**config.mk**
```make
export PLATFORM = sky130hd
export DESIGN_NAME = keyed_frame_deframer_crc32
export DESIGN_NICKNAME = d
export VERILOG_FILES = /design/src/rtl/core/kfd_pkg.sv /design/src/rtl/core/kfd_front.sv /design/src/rtl/core/kfd_fifo.sv /design/src/rtl/core/kfd_back.sv /design/src/rtl/core/keyed_frame_deframer_crc32.sv
export VERILOG_INCLUDE_DIRS = /design/src /design/src/rtl/core
export SDC_FILE = /design/constraint.sdc
export NUM_CORES = 1
export LEC_CHECK = 0
export ABC_AREA = 0
export BUFFER_PORTS_ARGS = -buffer_cell sky130_fd_sc_hd__buf_4
export CAP_MARGIN = 20
export CORE_ASPECT_RATIO = 1.4
export CORE_MARGIN = 8
export CORE_UTILIZATION = 30
export CTS_CLUSTER_SIZE = 40
export DETAILED_ROUTE_END_ITERATION = 6
export SYNTH_ARGS = -nofsm -noshare
export SYNTH_HDL_FRONTEND = slang
export SYNTH_SLANG_ARGS = --single-unit
export TNS_END_PERCENT = 10
```
**constraint.sdc**
```tcl
create_clock -name i_clk -period 6.8 [get_ports i_clk]
set_input_delay 0 -clock i_clk [delete_from_list [all_inputs] [get_ports i_clk]]
set_output_delay 0 -clock i_clk [all_outputs]
set_load 0.005 [all_outputs]
```
**src/rtl/core/assert_macros.svh**
```systemverilog
// Assertion macros shared by the deframer RTL.
// Included by the modules that carry concurrent assertions; no other dependencies.
`ifndef ASSERT_MACROS_SVH
`define ASSERT_MACROS_SVH

// Property must hold at every clock edge outside reset.
`define ASSERT_CLK(lbl, clk, rstn, prop, msg) \
    lbl: assert property (@(posedge clk) disable iff (!rstn) prop) else $error(msg);

// Expression must never be true at a clock edge outside reset.
`define ASSERT_NEVER(lbl, clk, rstn, expr, msg) \
    lbl: assert property (@(posedge clk) disable iff (!rstn) !(expr)) else $error(msg);

`endif

```
**src/rtl/core/kfd_pkg.sv**
```systemverilog
// Shared types, constants and the CRC-32 byte step for the keyed frame deframer.
// No dependencies; used by every module of the block.
package kfd_pkg;

    localparam int DEF_MAX_KEYS   = 8;
    localparam int DEF_FIFO_DEPTH = 4;

    localparam int CFG_IDX_W  = 2;
    localparam int CFG_DATA_W = 64;

    localparam logic [CFG_IDX_W-1:0] CFG_HEADER    = 2'd0;
    localparam logic [CFG_IDX_W-1:0] CFG_END       = 2'd1;
    localparam logic [CFG_IDX_W-1:0] CFG_KEY_BYTES = 2'd2;
    localparam logic [CFG_IDX_W-1:0] CFG_KEY_COUNT = 2'd3;

    localparam logic [31:0] CRC_POLY = 32'hEDB8_8320;
    localparam logic [31:0] CRC_INIT = 32'hFFFF_FFFF;
    localparam logic [7:0]  CRC_BYTES = 8'd4;

    localparam int TDATA_W = 72;

    typedef enum logic [2:0] {
        PH_HUNT = 3'd0,
        PH_CMD  = 3'd1,
        PH_LEN  = 3'd2,
        PH_DATA = 3'd3,
        PH_CRC  = 3'd4,
        PH_ACK  = 3'd5,
        PH_END  = 3'd6
    } t_phase;

    typedef enum logic [2:0] {
        KIND_PAYLOAD = 3'd0,
        KIND_OK      = 3'd1,
        KIND_CRC_BAD = 3'd2,
        KIND_TRUNC   = 3'd3,
        KIND_NOFRAME = 3'd4
    } t_kind;

    typedef struct packed {
        t_kind       kind;
        logic [7:0]  data_byte;
        logic [7:0]  command;
        logic [2:0]  command_slot;
        logic [7:0]  payload_length;
        logic [7:0]  ack_value;
        logic [31:0] received_crc;
    } t_result;

    // Reflected CRC-32, one byte, LSB first.
    function automatic logic [31:0] crc_byte(input logic [31:0] crc, input logic [7:0] b);
        logic [31:0] c;
        c = crc ^ {24'h0, b};
        for (int i = 0; i < 8; i++) begin
            c = c[0] ? ((c >> 1) ^ CRC_POLY) : (c >> 1);
        end
        return c;
    endfunction

endpackage

```
**src/rtl/core/kfd_front.sv**
```systemverilog
// Front end: configuration registers, frame parser and result classification.
// Depends on kfd_pkg and assert_macros.svh; pushes result records into the queue.
`include "assert_macros.svh"

module kfd_front #(
    parameter int MAX_KEYS = kfd_pkg::DEF_MAX_KEYS
) (
    input  logic                           i_clk,
    input  logic                           i_rst_n,
    input  logic                           i_cfg_we,
    input  logic [kfd_pkg::CFG_IDX_W-1:0]  i_cfg_index,
    input  logic [kfd_pkg::CFG_DATA_W-1:0] i_cfg_data,
    input  logic                           i_valid,
    input  logic [7:0]                     i_byte,
    input  logic                           i_last,
    input  logic                           i_space,
    output logic                           o_ready,
    output logic                           o_push,
    output kfd_pkg::t_result               o_res
);

    localparam int KEY_W = 8 * MAX_KEYS;

    logic [7:0]       r_header;
    logic [7:0]       r_end;
    logic [KEY_W-1:0] r_keys;
    logic [3:0]       r_key_count;

    kfd_pkg::t_phase r_phase, n_phase;
    logic [7:0]      r_cmd, n_cmd;
    logic [2:0]      r_slot, n_slot;
    logic [7:0]      r_len, n_len;
    logic [7:0]      r_count, n_count;
    logic [31:0]     r_crc, n_crc;
    logic [31:0]     r_crc_rx, n_crc_rx;
    logic [7:0]      r_ack, n_ack;
    logic            r_done, n_done;

    kfd_pkg::t_phase w_step_phase;
    kfd_pkg::t_kind  w_kind;
    logic            w_outcome;
    logic            w_crc_bad;
    logic            w_has;
    logic            w_accept;
    logic            w_match;
    logic [2:0]      w_match_slot;
    logic [7:0]      w_count_inc;

    assign o_ready     = i_space;
    assign w_accept    = i_valid && i_space;
    assign w_crc_bad   = (r_crc ^ kfd_pkg::CRC_INIT) != r_crc_rx;
    assign w_count_inc = r_count + 8'd1;

    // Lowest matching slot among the first key_count keys.
    always_comb begin
        w_match      = 1'b0;
        w_match_slot = 3'd0;
        for (int i = 0; i < MAX_KEYS; i++) begin
            if (!w_match && (4'(i) < r_key_count) && (r_keys[8*i +: 8] == i_byte)) begin
                w_match      = 1'b1;
                w_match_slot = 3'(i);
            end
        end
    end

    // Next state
    always_comb begin
        w_step_phase = r_phase;
        w_outcome    = 1'b0;
        n_cmd        = r_cmd;
        n_slot       = r_slot;
        n_len        = r_len;
        n_count      = r_count;
        n_crc        = r_crc;
        n_crc_rx     = r_crc_rx;
        n_ack        = r_ack;
        unique case (r_phase)
            kfd_pkg::PH_CMD: begin
                w_step_phase = kfd_pkg::PH_HUNT;
                if (w_match) begin
                    n_cmd        = i_byte;
                    n_slot       = w_match_slot;
                    w_step_phase = kfd_pkg::PH_LEN;
                end
            end
            kfd_pkg::PH_LEN: begin
                n_len        = i_byte;
                n_count      = 8'd0;
                n_crc        = kfd_pkg::CRC_INIT;
                n_crc_rx     = 32'd0;
                n_ack        = 8'd0;
                w_step_phase = (i_byte != 8'd0) ? kfd_pkg::PH_DATA : kfd_pkg::PH_CRC;
            end
            kfd_pkg::PH_DATA: begin
                n_crc   = kfd_pkg::crc_byte(r_crc, i_byte);
                n_count = w_count_inc;
                if (w_count_inc == r_len) begin
                    n_count      = 8'd0;
                    w_step_phase = kfd_pkg::PH_CRC;
                end
            end
            kfd_pkg::PH_CRC: begin
                n_crc_rx = {r_crc_rx[23:0], i_byte};
                n_count  = w_count_inc;
                if (w_count_inc >= kfd_pkg::CRC_BYTES) begin
                    n_count      = 8'd0;
                    w_step_phase = kfd_pkg::PH_ACK;
                end
            end
            kfd_pkg::PH_ACK: begin
                n_ack        = i_byte;
                w_step_phase = kfd_pkg::PH_END;
            end
            kfd_pkg::PH_END: begin
                if (w_crc_bad || (i_byte == r_end)) begin
                    w_outcome = 1'b1;
                end else begin
                    // bad closing byte: it may itself start the next frame
                    w_step_phase = (i_byte == r_header) ? kfd_pkg::PH_CMD
                                                        : kfd_pkg::PH_HUNT;
                end
            end
            default: begin
                w_step_phase = (i_byte == r_header) ? kfd_pkg::PH_CMD : kfd_pkg::PH_HUNT;
            end
        endcase

        if (r_done) begin
            n_phase = i_last ? kfd_pkg::PH_HUNT : r_phase;
            n_done  = !i_last;
        end else begin
            n_phase = (i_last || w_outcome) ? kfd_pkg::PH_HUNT : w_step_phase;
            n_done  = !i_last && w_outcome;
        end
    end

    // Outputs: result record for this request
    always_comb begin
        w_has  = 1'b0;
        w_kind = kfd_pkg::KIND_PAYLOAD;
        if (!r_done) begin
            priority if (w_outcome) begin
                w_has  = 1'b1;
                w_kind = w_crc_bad ? kfd_pkg::KIND_CRC_BAD : kfd_pkg::KIND_OK;
            end else if (i_last) begin
                w_has  = 1'b1;
                w_kind = ((w_step_phase >= kfd_pkg::PH_LEN) && (w_step_phase <= kfd_pkg::PH_END))
                         ? kfd_pkg::KIND_TRUNC : kfd_pkg::KIND_NOFRAME;
            end else if (r_phase == kfd_pkg::PH_DATA) begin
                w_has = 1'b1;
            end
        end

        o_push               = w_accept && w_has;
        o_res.kind           = w_kind;
        o_res.data_byte      = (w_kind == kfd_pkg::KIND_PAYLOAD) ? i_byte : 8'd0;
        o_res.command        = (w_kind != kfd_pkg::KIND_NOFRAME) ? n_cmd : 8'd0;
        o_res.command_slot   = (w_kind != kfd_pkg::KIND_NOFRAME) ? n_slot : 3'd0;
        o_res.payload_length = (w_kind != kfd_pkg::KIND_NOFRAME) ? n_len : 8'd0;
        o_res.ack_value      = (w_kind == kfd_pkg::KIND_OK) ? n_ack : 8'd0;
        o_res.received_crc   = ((w_kind == kfd_pkg::KIND_OK) || (w_kind == kfd_pkg::KIND_CRC_BAD))
                               ? n_crc_rx : 32'd0;
    end

    always_ff @(posedge i_clk) begin
        if (!i_rst_n) begin
            r_header    <= 8'd0;
            r_end       <= 8'd0;
            r_keys      <= '0;
            r_key_count <= 4'd0;
        end else if (i_cfg_we) begin
            unique case (i_cfg_index)
                kfd_pkg::CFG_HEADER:    r_header    <= i_cfg_data[7:0];
                kfd_pkg::CFG_END:       r_end       <= i_cfg_data[7:0];
                kfd_pkg::CFG_KEY_BYTES: r_keys      <= i_cfg_data[KEY_W-1:0];
                kfd_pkg::CFG_KEY_COUNT: r_key_count <= i_cfg_data[3:0];
                default: ;
            endcase
        end
    end

    always_ff @(posedge i_clk) begin
        if (!i_rst_n) begin
            r_phase  <= kfd_pkg::PH_HUNT;
            r_cmd    <= 8'd0;
            r_slot   <= 3'd0;
            r_len    <= 8'd0;
            r_count  <= 8'd0;
            r_crc    <= kfd_pkg::CRC_INIT;
            r_crc_rx <= 32'd0;
            r_ack    <= 8'd0;
            r_done   <= 1'b0;
        end else if (w_accept) begin
            r_phase  <= n_phase;
            r_cmd    <= n_cmd;
            r_slot   <= n_slot;
            r_len    <= n_len;
            r_count  <= n_count;
            r_crc    <= n_crc;
            r_crc_rx <= n_crc_rx;
            r_ack    <= n_ack;
            r_done   <= n_done;
        end
    end

    `ASSERT_CLK(a_done_hunts, i_clk, i_rst_n, r_done |-> (r_phase == kfd_pkg::PH_HUNT), "buffer done outside hunt phase")
    `ASSERT_CLK(a_payload_from_data, i_clk, i_rst_n, (o_push && (o_res.kind == kfd_pkg::KIND_PAYLOAD)) |-> (r_phase == kfd_pkg::PH_DATA), "payload echo outside data phase")

endmodule

```
**src/rtl/core/kfd_fifo.sv**
```systemverilog
// Short result queue between the parser and the output stage.
// Depends on kfd_pkg and assert_macros.svh.
`include "assert_macros.svh"

module kfd_fifo #(
    parameter int DEPTH = kfd_pkg::DEF_FIFO_DEPTH
) (
    input  logic             i_clk,
    input  logic             i_rst_n,
    input  logic             i_push,
    input  kfd_pkg::t_result i_res,
    input  logic             i_pop,
    output logic             o_space,
    output logic             o_valid,
    output kfd_pkg::t_result o_res
);

    localparam int PTR_W = (DEPTH > 1) ? $clog2(DEPTH) : 1;
    localparam int CNT_W = $clog2(DEPTH + 1);

    kfd_pkg::t_result r_mem [DEPTH];
    logic [PTR_W-1:0] r_wr, n_wr;
    logic [PTR_W-1:0] r_rd, n_rd;
    logic [CNT_W-1:0] r_count;

    assign o_space = r_count != CNT_W'(DEPTH);
    assign o_valid = r_count != '0;
    assign o_res   = r_mem[r_rd];
    assign n_wr    = (r_wr == PTR_W'(DEPTH - 1)) ? '0 : r_wr + PTR_W'(1);
    assign n_rd    = (r_rd == PTR_W'(DEPTH - 1)) ? '0 : r_rd + PTR_W'(1);

    always_ff @(posedge i_clk) begin
        if (i_push) begin
            r_mem[r_wr] <= i_res;
        end
    end

    always_ff @(posedge i_clk) begin
        if (!i_rst_n) begin
            r_wr    <= '0;
            r_rd    <= '0;
            r_count <= '0;
        end else begin
            if (i_push) r_wr <= n_wr;
            if (i_pop)  r_rd <= n_rd;
            unique case ({i_push, i_pop})
                2'b10:   r_count <= r_count + CNT_W'(1);
                2'b01:   r_count <= r_count - CNT_W'(1);
                default: r_count <= r_count;
            endcase
        end
    end

    `ASSERT_NEVER(a_no_overflow, i_clk, i_rst_n, i_push && !o_space, "push into full queue")
    `ASSERT_NEVER(a_no_underflow, i_clk, i_rst_n, i_pop && !o_valid, "pop from empty queue")

endmodule

```
**src/rtl/core/kfd_back.sv**
```systemverilog
// Back end: output register that drives the result stream.
// Depends on kfd_pkg and assert_macros.svh; pulls records from the queue.
`include "assert_macros.svh"

module kfd_back (
    input  logic                         i_clk,
    input  logic                         i_rst_n,
    input  logic                         i_valid,
    input  kfd_pkg::t_result             i_res,
    output logic                         o_pop,
    output logic                         m_axis_tvalid,
    input  logic                         m_axis_tready,
    output logic [kfd_pkg::TDATA_W-1:0]  m_axis_tdata,
    output logic [2:0]                   m_axis_tuser
);

    logic             r_valid;
    kfd_pkg::t_result r_res;

    assign o_pop         = i_valid && (!r_valid || m_axis_tready);
    assign m_axis_tvalid = r_valid;
    assign m_axis_tuser  = r_res.kind;
    assign m_axis_tdata  = {5'd0, r_res.received_crc, r_res.ack_value, r_res.payload_length,
                            r_res.command_slot, r_res.command, r_res.data_byte};

    always_ff @(posedge i_clk) begin
        if (!i_rst_n) begin
            r_valid <= 1'b0;
        end else if (o_pop) begin
            r_valid <= 1'b1;
        end else if (m_axis_tready) begin
            r_valid <= 1'b0;
        end
    end

    always_ff @(posedge i_clk) begin
        if (o_pop) begin
            r_res <= i_res;
        end
    end

    `ASSERT_CLK(a_fill_empty, i_clk, i_rst_n, (i_valid && !r_valid) |=> r_valid, "queued result not loaded into empty output stage")

endmodule

```
**src/rtl/core/keyed_frame_deframer_crc32.sv**
```systemverilog
// Top level of the keyed frame deframer with CRC-32 check.
// Depends on kfd_pkg, kfd_front, kfd_fifo and kfd_back.
//
// Usage:
//   Input stream: one received byte per request in s_axis_tdata, s_axis_tlast
//   set on the final byte of a buffer. Output stream: one result per payload
//   byte and one per frame outcome (ok, CRC mismatch, truncated, no frame);
//   m_axis_tuser carries the kind, m_axis_tdata the fields.
//   Configuration: header byte, end byte, packed keys and key count are written
//   through i_cfg_we / i_cfg_index / i_cfg_data while the block is idle.
//   Throughput: one byte per cycle while the queue has space; parsing, the
//   byte-wise CRC step and the key compare all complete in the front stage in
//   the cycle of acceptance. A result is written into the queue when its byte
//   is accepted and is loaded into the output register from there.
//   Stall: when m_axis_tready is low results collect in the queue of
//   FIFO_DEPTH entries plus the output register; s_axis_tready drops only when
//   the queue is full.
//   Reset: synchronous, active low; the parser hunts for a header, configuration
//   registers and queue pointers clear, and the block is ready right after reset.
module keyed_frame_deframer_crc32 #(
    parameter int MAX_KEYS   = kfd_pkg::DEF_MAX_KEYS,
    parameter int FIFO_DEPTH = kfd_pkg::DEF_FIFO_DEPTH
) (
    input  logic                           i_clk,
    input  logic                           i_rst_n,
    input  logic                           i_cfg_we,
    input  logic [kfd_pkg::CFG_IDX_W-1:0]  i_cfg_index,
    input  logic [kfd_pkg::CFG_DATA_W-1:0] i_cfg_data,
    input  logic                           s_axis_tvalid,
    output logic                           s_axis_tready,
    input  logic [7:0]                     s_axis_tdata,  // rx_byte [7:0]
    input  logic                           s_axis_tlast,
    output logic                           m_axis_tvalid,
    input  logic                           m_axis_tready,
    // data_byte [7:0], command [15:8], command_slot [18:16], payload_length [26:19],
    // ack_value [34:27], received_crc [66:35], zero pad [71:67]
    output logic [kfd_pkg::TDATA_W-1:0]    m_axis_tdata,
    output logic [2:0]                     m_axis_tuser   // kind [2:0]
);

    logic             w_space;
    logic             w_push;
    logic             w_pop;
    logic             w_q_valid;
    kfd_pkg::t_result w_front_res;
    kfd_pkg::t_result w_q_res;

    kfd_front #(
        .MAX_KEYS (MAX_KEYS)
    ) u_front (
        .i_clk       (i_clk),
        .i_rst_n     (i_rst_n),
        .i_cfg_we    (i_cfg_we),
        .i_cfg_index (i_cfg_index),
        .i_cfg_data  (i_cfg_data),
        .i_valid     (s_axis_tvalid),
        .i_byte      (s_axis_tdata),
        .i_last      (s_axis_tlast),
        .i_space     (w_space),
        .o_ready     (s_axis_tready),
        .o_push      (w_push),
        .o_res       (w_front_res)
    );

    kfd_fifo #(
        .DEPTH (FIFO_DEPTH)
    ) u_fifo (
        .i_clk   (i_clk),
        .i_rst_n (i_rst_n),
        .i_push  (w_push),
        .i_res   (w_front_res),
        .i_pop   (w_pop),
        .o_space (w_space),
        .o_valid (w_q_valid),
        .o_res   (w_q_res)
    );

    kfd_back u_back (
        .i_clk         (i_clk),
        .i_rst_n       (i_rst_n),
        .i_valid       (w_q_valid),
        .i_res         (w_q_res),
        .o_pop         (w_pop),
        .m_axis_tvalid (m_axis_tvalid),
        .m_axis_tready (m_axis_tready),
        .m_axis_tdata  (m_axis_tdata),
        .m_axis_tuser  (m_axis_tuser)
    );

endmodule

```
======== Word level (Yosys, flattened, before mapping) ========
Memories as Yosys holds them, arrays and structs flattened. A register that Yosys moved wholly into a read port is not among the register bits.
Index checks and enable logic that the tools add are counted.
storage, ports and cells
  bits in registers ....................... 195
  bits in latches ......................... 0
  bits in writable memories ............... 280
  ROM bits ................................ 0
  logic and storage cells ................. 191
  memories ................................ 1
operators by class
  add/sub/neg operators ................... 5
  $mul .................................... 0
  div/mod/pow operators ................... 0
  $lt $le $gt $ge ......................... 11
  equal/unequal tests ..................... 30
  shift-type cells ........................ 0
  muxes and demuxes ....................... 69
  bitwise operators ....................... 10
  reduce and logical (&&, ||, !) cells .... 48
memories
  memory        depth  bits a word  rd ports  clocked after Yosys merged registers in  wr ports  line            text
  u_fifo.r_mem  4      70           1         1                                        1         kfd_fifo.sv:21  kfd_pkg::t_result r_mem [DEPTH];
operator list
  operator                                             number
  2-to-1 mux 32 bit                                    9
  one-hot mux 32 bit (2 select lines)                  2
  inverter 13 -> 14 bit                                8
  equality test 8 bit                                  11
  2-to-1 mux 8 bit                                     9
  2-to-1 mux 3 bit                                     20
  inequality test 32 bit                               1
  inverter 32 bit                                      1
  bitwise XOR 32 x 8 -> 32 bit                         1
  one-hot mux 8 bit (3 select lines)                   1
  2-to-1 mux 1 bit                                     21
  logical AND 1 bit                                    20
  one-hot mux 3 bit (6 select lines)                   1
  < comparator 3 x 4 -> 1 bit, first input constant    4
  one-hot mux 8 bit (2 select lines)                   1
  AND reduction 2 bit                                  7
  equality test 2 bit, second input constant           5
  equality test 3 x 2 -> 1 bit, second input constant  3
  equality test 3 bit, second input constant           3
  zero test 1 bit                                      9
  adder 8 x 1 -> 8 bit, second input constant          1
  >= comparator 8 x 3 -> 1 bit, second input constant  1
  < comparator 1 x 4 -> 1 bit, first input constant    2
  < comparator 2 x 4 -> 1 bit, first input constant    2
  other kinds (17)                                     30

======== Logic depth before layout (Yosys ltp) ========
Gate-level depths: netlist of the first run.
  depth in word-level cells ............... 42
  mapped depth ............................ 14
  gate-level depth less buffers ........... 13

======== By module ========
From an unflattened synthesis of the first run, not the netlist that was laid out.
second synthesis, totals
  cell total of the unflattened synthesis .. 1759
  area, all modules ....................... 22957.0 um2
by module, submodules not included
  module     instances  cells each  area each (um2)
  kfd_fifo   1          413         10639.0
  kfd_front  1          1266        10127.2
  kfd_back   1          80          2190.9

======== Worst setup path before layout of the first run ========
Ideal clock, no wire load.
  kind .................................... register -> register
  start point ............................. register u_fifo.r_count[0]
  end point ............................... register u_fifo.r_count[2]
  arrival ................................. 5.709 ns
  path slack .............................. 1.015 ns
  cell stages (with the launch flop) ...... 9
  buffers on the path ..................... 0
  path through ............................ dfxtp_1 nor3_1 a21oi_1 ha_1 inv_1 fa_1 xor2_1 or3_1 a21boi_0
between the ends
  elaborated cells between the ends (all ways) .. 11
  those cells by class .................... 2 x add/sub; 3 x eq/ne; 1 x mux; 5 x reduce/logical
RTL lines
  what                                                                      line            text
  start, declared                                                           kfd_fifo.sv:24  logic [CNT_W-1:0] r_count;
  start signal, assigned                                                    kfd_fifo.sv:47  2'b10: r_count <= r_count + CNT_W'(1);
  start signal, assigned                                                    kfd_fifo.sv:48  2'b01: r_count <= r_count - CNT_W'(1);
  start signal, assigned                                                    kfd_fifo.sv:49  default: r_count <= r_count;
  nonzero test 3 bit (*)                                                    kfd_fifo.sv:27  assign o_valid = r_count != '0;
  logical AND 1 bit (*)                                                     kfd_back.sv:20  assign o_pop = i_valid && (!r_valid || m_axis_tready);
  net u_back.o_pop                                                          kfd_back.sv:10  output logic o_pop,
  equality test 2 x 1 -> 1 bit or equality test 2 bit (tied branches)       kfd_fifo.sv:46  unique case ({i_push, i_pop})
  one-hot mux 3 bit (2 select lines) or nonzero test 2 bit (tied branches)  --
The timed path passes the listed nets; every way through them passes the cells marked *.
A chain may end at the register's enable or synchronous reset.

======== Final worst setup path of the first run ========
  start point ............................. register u_front.r_crc_rx[7]
  end point ............................... register u_fifo.r_count[2]
between the ends
  longest elaborated chain between the ends .. 9
  elaborated cells between the ends (all ways) .. 11
  those cells by class .................... 3 x eq/ne; 5 x mux; 3 x reduce/logical
ends and longest elaborated chain
  what                                                                      line              text
  start, declared                                                           kfd_front.sv:35   logic [31:0] r_crc_rx, n_crc_rx;
  start signal, assigned                                                    kfd_front.sv:200  r_crc_rx <= n_crc_rx;
  inequality test 32 bit (*)                                                kfd_front.sv:51   assign w_crc_bad = (r_crc ^ kfd_pkg::CRC_INIT) != r_crc_rx;
  logical OR 1 bit (*)                                                      kfd_front.sv:115  if (w_crc_bad || (i_byte == r_end)) begin
  2-to-1 mux 1 bit (*)                                                      kfd_front.sv:115
  2-to-1 mux 1 bit (*)                                                      kfd_front.sv:77   unique case (r_phase)
  2-to-1 mux 1 bit (*)                                                      kfd_front.sv:142  priority if (w_outcome) begin
  2-to-1 mux 1 bit (*)                                                      kfd_front.sv:141  if (!r_done) begin
  logical AND 1 bit (*)                                                     kfd_front.sv:154  o_push = w_accept && w_has;
  equality test 2 x 1 -> 1 bit or equality test 2 bit (tied branches)       kfd_fifo.sv:46
  one-hot mux 3 bit (2 select lines) or nonzero test 2 bit (tied branches)  --
Every way passes the cells marked *; elsewhere a longest branch is shown, timed or not.

==> results of run 1 <==
## worst max-delay path, stage by stage (launching register included)
cell	delay, ns
dfxtp_1	0.42
xor2_1	0.27
nand4_1	0.17
nor4_1	0.72
nand3_1	0.29
nand3_1	0.23
a311oi_1	0.26
inv_1	0.21
ha_1	0.20
inv_1	0.07
fa_1	0.43
xor2_1	0.17
or3_1	0.31
a21boi_0	0.21
## layer usage
metal / share of wire [%] / vias to the layer above / track usage [%]
li1: - / 6771 / -
met1: 43 / 7291 / 16.2
met2: 51 / 390 / 23.6
met3: 3.9 / 92 / 1.81
met4: 2.6 / 0 / 3.97
met5: 0 / - / 0
## cells by family after synthesis
group	count (synthesis)
DFF	545
and+or+nand+nor	482
AOI/OAI and AO/OA	256
xor gates and xnor gates	196
buffers and inverters	124
muxes	111
adders and majority gates	9
other	1
## placed cells by master, fill, tap and decap left out, types with 5 or more instances in the layout
master / n
edfxtp_1: 350
nand2_1: 222
dfxtp_1: 193
buf_4: 168
dlygate4sd3_1: 134
xnor2_1: 101
xor2_1: 93
a22oi_1: 81
nor2b_1: 76
a21boi_0: 75
mux4_2: 70
nor2_1: 60
clkbuf_16: 51
mux2i_1: 41
o22ai_1: 33
nand4_1: 17
and2_1: 17
nand3_1: 16
o21ai_0: 14
nor3_1: 13
nor4_1: 13
inv_1: 12
nor2_2: 12
clkbuf_1: 12
clkinv_1: 10
and3_1: 9
a21oi_2: 9
ha_1: 8
a21oi_1: 7
clkinv_2: 7
conb_1: 5
bufinv_16: 5
## sequential cells by signal (all words and copies together) (netlist names), 2 cells and up
register and count:
u_back.m_axis_tdata 67, u_back.m_axis_tuser 3, u_fifo.r_count 3, u_fifo.r_mem 280, u_fifo.r_rd 2, u_fifo.r_wr 2
u_front.r_ack 8, u_front.r_cmd 8, u_front.r_count 8, u_front.r_crc 32, u_front.r_crc_rx 32, u_front.r_end 8
u_front.r_header 8, u_front.r_key_count 4, u_front.r_keys 64, u_front.r_len 8, u_front.r_phase 3, u_front.r_slot 3
## worst min-delay path by stage
stage                              start            endpoint  slack, ns  cells past startpoint
after floorplan           i_cfg_data[62]  u_front.r_keys[62]       0.14                      2
after global placement    i_cfg_data[35]  u_front.r_keys[35]       0.27                      3
after detailed placement  i_cfg_data[47]  u_front.r_keys[47]       0.27                      3
after CTS                 i_cfg_data[47]  u_front.r_keys[47]       0.17                      4
after global routing      i_cfg_data[43]  u_front.r_keys[43]       0.20                      4
final                     i_cfg_data[41]  u_front.r_keys[41]       0.21                      4
## power groups by stage
stage / sequential, uW / clock (uW) / combinational (uW)
2_1_floorplan: 4180 / 0 / 864
3_3_place_gp: 4210 / 0 / 1560
3_5_place_dp: 4220 / 0 / 1580
4_1_cts: 4150 / 2920 / 1630
5_1_grt: 4180 / 3040 / 1710
6_report: 4130 / 2850 / 1570
## layout make-up
cell class | instances | area (um^2)
fillers | 7256 | 48200
flip-flops and latches | 545 | 14400
multi-input cells | 1059 | 8090
repair buffers | 305 | 2670
clock buffers | 64 | 1340
well taps | 976 | 1220
clock inverters | 31 | 325
inverters | 13 | 48.8
diodes | 1 | 2.50
## per-stage QoR
stage | hold slack, ns | power, uW | instance area, um^2 | std cells
floorplan | 0.145 | 5040 | 23000 | 1728
finish | 0.211 | 8550 | 28100 | 2994
detailed placement | 0.274 | 5800 | 25100 | 2762
global placement | 0.267 | 5770 | 25000 | 2760
CTS | 0.171 | 8700 | 28100 | 2991
global route | 0.205 | 8930 | 28100 | 2993
## timing repair
action	4_1_cts	5_1_grt
hold endpoints to repair	164	0
endpoints found under the setup margin	0	0
buffers inserted	0	0
hold buffers	134	0
==> results.toml, run 1 <==
[place]
gp_congestion = 0.830
dp_hpwl_mm = 37.6
pre_cts_ws_ns = 2.65
port-buffer-count = 151

[worst_setup_path]
cp-start-kind = "register"
criticalPathCategory = "register to register"
cp_max_fo = 9
worst-endpoint-arrival_ns = 4.56
reg2reg_depth = 13
required_ns = 7.31
crit_start = "u_front.r_crc_rx[7]"
r2r_slack_ns = 2.75
end_kind = "register"
r2r-start = "u_front.r_crc_rx[7]"
endpoint = "u_fifo.r_count[2]"
r2r_end = "u_fifo.r_count[2]"

[drt]
vias_per_cell = 4.86
drt-initial-drc-count = 1055
ant_nets = 0
vias = 14500
dr.pass1.iters = 5
drt-total-wl_mm = 57.7
remaining_drc_errors = 0
wire_per_inst_um = 19.3

[global_route]
grt_pass1_vias = 15000
grt.overflow.total = 0
grt_antenna_before_repair = 0
grt_pass1_wl_mm = 88.9
grt_usage_pct = 13.1
grt_start_max_net_pins = 133

[logic_synthesis]
yosysTopAreaCell = "edfxtp_1"
yosysSeqAreaShare_pct = 62.6
synth-compound-area-share_pct = 8.10
synthAdderAreaFrac_pct = 0.522
synthFlopType = "edfxtp_1"
synth_top_cell_area_share_pct = 45.7
yosys.area_share.simple_pct = 10.1
syn_area_um2 = 23000
ys_top_cells_by_area = "edfxtp_1 (46%), dfxtp_1 (17%), mux4_2 (6.9%)"
syn_inst = 1724
synth_xor_area_share_pct = 7.55
syn_avg_cell_area_um2 = 13.3
ys_types = 69
ys_warn_count = 0
synth_edf_count = 350
muxShareOfSynthArea_pct = 8.63
yosysMostFrequentCell = "edfxtp_1"
synth-seq-cells = 545
netlist_top_cells_count = "edfxtp_1 (350), nand2_1 (222), dfxtp_1 (195), xnor2_1 (101), xor2_1 (93)"
ys_async_sr_fraction_pct = 0
synth_top_family_by_area = "simple AND/OR/NAND/NOR gates"

[layout]
final_nets = 2064
drive_gt1_share_pct = 17.8
utilization_pct = 36.9
areaGrowthSynthToFinish_pct = 22.2

[timing]
tns_ns = 0
skew_ns = 0.0133
finalHoldViolations = 0
min_period_ns = 4.05
worst_slack_ns = 2.75
worst_slew_pin_slew_ns = 1.07
fin_crit_sh_pct = 59.5
setup_violations = 0
slew_headroom_pct = 28.2
fmax_mhz = 247
rsz0062_at_grt = "no"
slew_viol_final = 0

[power_and_ir_drop]
power_leakage_uw = 0.00950
pwr_density_cell_nw_per_um2 = 304
irDropWorstVdd_mv = 0.173
p_seq_share_pct = 48.3
p_sw_share_pct = 25.7
p_switching_uw = 2200
p_clk_share_pct = 33.3
comb_power_share_pct = 18.3
p_int_uw = 6350

[clock_tree]
clock_path_buffers = 3
cts_root_buf = "clkbuf_16"
clkTransAtPathRegs_ns = 0.07
clock_latency_ns = 0.61
post_cts_resized = 0
htreeDepth = 2
cts_tree = "yes"
numCtsBuffers = 51
cts.sinks = 545

[run_status]
status = "finished, final reports clean"

[min_path]
hp-class = "input port to register"

[die]
die_area_um2 = 86000
die_w_um = 250
initial_utilization_pct = 30.2
core_region_area_um2 = 76300
ios = 157
die_h_um = 344
num_rows = 120

[flow_run]
drv_cap = 0
(Power assumes the default switching activity.)
==> run 2, diff against run 1 <==
clock period = 4.19 ns   (was 6.8 ns; I/O delays follow)
==> run 2 against run 1 <==
Global-route usage barely moved. Combinational power rose by 62%. Hold slack got worse by 0.18 ns. Sequential share of layout area rose by 0.14 points. Worst setup slack got worse by 2.3 ns. Sequential cell count did not move. Largest cell class unchanged. Highest routed layer unchanged.
==> results.toml, run 2 (synthesis gave the netlist of run 1 again) <==
[min_path]
hold_depth = 4
hp-class = "input port to register"
holdPathEnd = "u_front.r_len[2]"
hp-start = "s_axis_tdata[2]"

[worst_setup_path]
required_ns = 4.72
criticalPathCategory = "register to register"
slowest_delay_ns = 0.64
worstPathCellList = "xor2_1 -> nand4_1 -> nor4_1 -> nand3_1 -> nand3_1 -> a311oi_1 -> inv_1 -> ha_1 -> inv_1 -> fa_1 -> xor2_1 -> or3_1 -> a21boi_0"
cp-start-kind = "register"
cp_max_fo = 9
r2r_slack_ns = 0.46
r2r_end = "u_fifo.r_count[2]"
slowest_stage = "nor4_1"
cp_num_cells = 13
r2r-start = "u_front.r_crc_rx[1]"
worst-endpoint-arrival_ns = 4.26
cp_num_buf_inv = 2
end_kind = "register"
reg2reg_depth = 13
critPathTopFamily = "simple AND/OR/NAND/NOR gates"

[power_and_ir_drop]
irDropWorstVdd_mv = 0.298
p_switching_uw = 3640
p_seq_share_pct = 47.7
power_leakage_uw = 0.00941
comb_power_share_pct = 18.0
p_sw_share_pct = 25.7
p_int_uw = 10500
pwr_density_cell_nw_per_um2 = 505
p_clk_share_pct = 34.4

[timing]
slew_headroom_pct = 29.3
min_period_ns = 3.73
fmax_mhz = 268
finalHoldViolations = 0
fin_crit_sh_pct = 88.9
tns_ns = 0
worst_slew_pin_slew_ns = 1.06
skew_ns = 0.0164
setup_violations = 0
slew_viol_final = 0
rsz0062_at_grt = "no"

[layout]
multiInputGateArea_um2 = 8090
drive_gt1_share_pct = 19.4
num-fill-cells = 7250
areaGrowthSynthToFinish_pct = 21.8
layout_commonest_cell = "edfxtp_1"
seqCellArea_um2 = 14400
regMostFlops = "u_fifo.r_mem"
fin_cells = 2973
largest_reg_flops = 280
final_cell_mix = "edfxtp_1 (350), nand2_1 (222), dfxtp_1 (193), buf_4 (180), xnor2_1 (101)"
final_nets = 2042

[place]
port-buffer-count = 151
gp_congestion = 0.818
post-place-cells = 2784
dp_hpwl_mm = 38.7

[global_route]
grt_usage_pct = 13.1
grt_pass1_wl_mm = 88.8
grt_pass1_vias = 14800
grt_antenna_before_repair = 1
grt.overflow.total = 0
grt_start_max_net_pins = 108

[die]
num_rows = 120
die_h_um = 344
ios = 157
initial_utilization_pct = 30.2
core_region_area_um2 = 76300
die_w_um = 250
die_area_um2 = 86000

[clock_tree]
htreeDepth = 2
numCtsBuffers = 51
clock_path_buffers = 3
post_cts_resized = 0
cts_tree = "yes"
clkTransAtPathRegs_ns = 0.07
post_cts_buffers = 0
cts_root_buf = "clkbuf_16"
cts.sinks = 545
clock_latency_ns = 0.61

[drt]
drt-total-wl_mm = 57.5
drt-initial-drc-count = 883
vias_per_cell = 4.83
vias = 14400
remaining_drc_errors = 0
dr.pass1.iters = 5
wire_per_inst_um = 19.4
ant_nets = 0

[flow_run]
drv_cap = 0

[run_status]
status = "finished, final reports clean"
-- run 2: cell count changes in the layout (fill, tap and decap cells not counted), sizes merged --
cell,previous run,this run
dlygate4sd3,134,92
buf,171,191
clkbuf,64,60
bufinv,5,8
clkinvlp,4,5
inv,15,16
-- run 2: what timing repair did --
action / in CTS / in global routing
hold buffers: 92 / 0
hold endpoints to repair: 117 / 0
setup endpoints to repair: 0 / 0
-- run 2: final cells by class --
cell class / instances / share of cell area, %
inverters: 13 / 0.174
clock inverters: 36 / 1.58
well taps: 976 / 4.36
repair buffers: 283 / 8.89
clock buffers: 60 / 4.71
flip-flops and latches: 545 / 51.4
multi-input cells: 1059 / 28.8
diodes: 1 / 0.00893
-- run 2: worst reg2reg max path: cells and delay by family (launching register included) --
kind / cells / cell delay, ns
flops: 1 / 0.42
compound gates: 2 / 0.44
simple gates: 5 / 1.56
xor+xnor: 2 / 0.41
buf+inv: 2 / 0.20
fa+ha+maj: 2 / 0.63
-- run 2: power groups by stage --
stage,Sequential (uW),Combinational [uW],Clock [uW]
2_1_floorplan,6750,1400,0
6_report,6750,2550,4870
4_1_cts,6790,2650,5000
3_5_place_dp,6900,2590,0
5_1_grt,6830,2770,5200
3_3_place_gp,6900,2550,0
-- run 2: metal layers --
metal / share of wire, % / GRT usage [%] / up-vias
li1: - / - / 6738
met1: 41 / 15.6 / 7144
met2: 51 / 23.6 / 389
met3: 4.8 / 2.29 / 101
met4: 3.1 / 4.77 / 0
met5: 0 / 0 / -
-- run 2: stage by stage --
stage / utilization (%) / setup slack, ns / hold slack (ns) / power, uW / instance area (um^2)
global route: 36.8 / 0.102 / 0.0315 / 14800 / 28000
global placement: 33.2 / 0.363 / 0.268 / 9450 / 25300
detailed placement: 33.2 / 0.412 / 0.274 / 9490 / 25300
floorplan: - / 0.111 / 0.145 / 8150 / 23000
finish: 36.8 / 0.464 / 0.0295 / 14200 / 28000
CTS: 36.8 / 0.390 / 0.000604 / 14400 / 28000
-- run 2: worst max-delay path by stage --
stage | startpoint | endpoint | slack, ns
floorplan | u_back.m_axis_tvalid | u_fifo.r_count[2] | 0.11
global placement | u_front.r_crc_rx[1] | u_fifo.r_count[2] | 0.36
detailed placement | u_front.r_crc_rx[1] | u_fifo.r_count[2] | 0.41
CTS | u_front.r_crc_rx[1] | u_fifo.r_count[2] | 0.39
global route | u_front.r_crc_rx[1] | u_fifo.r_count[2] | 0.10
finish | u_front.r_crc_rx[1] | u_fifo.r_count[2] | 0.46
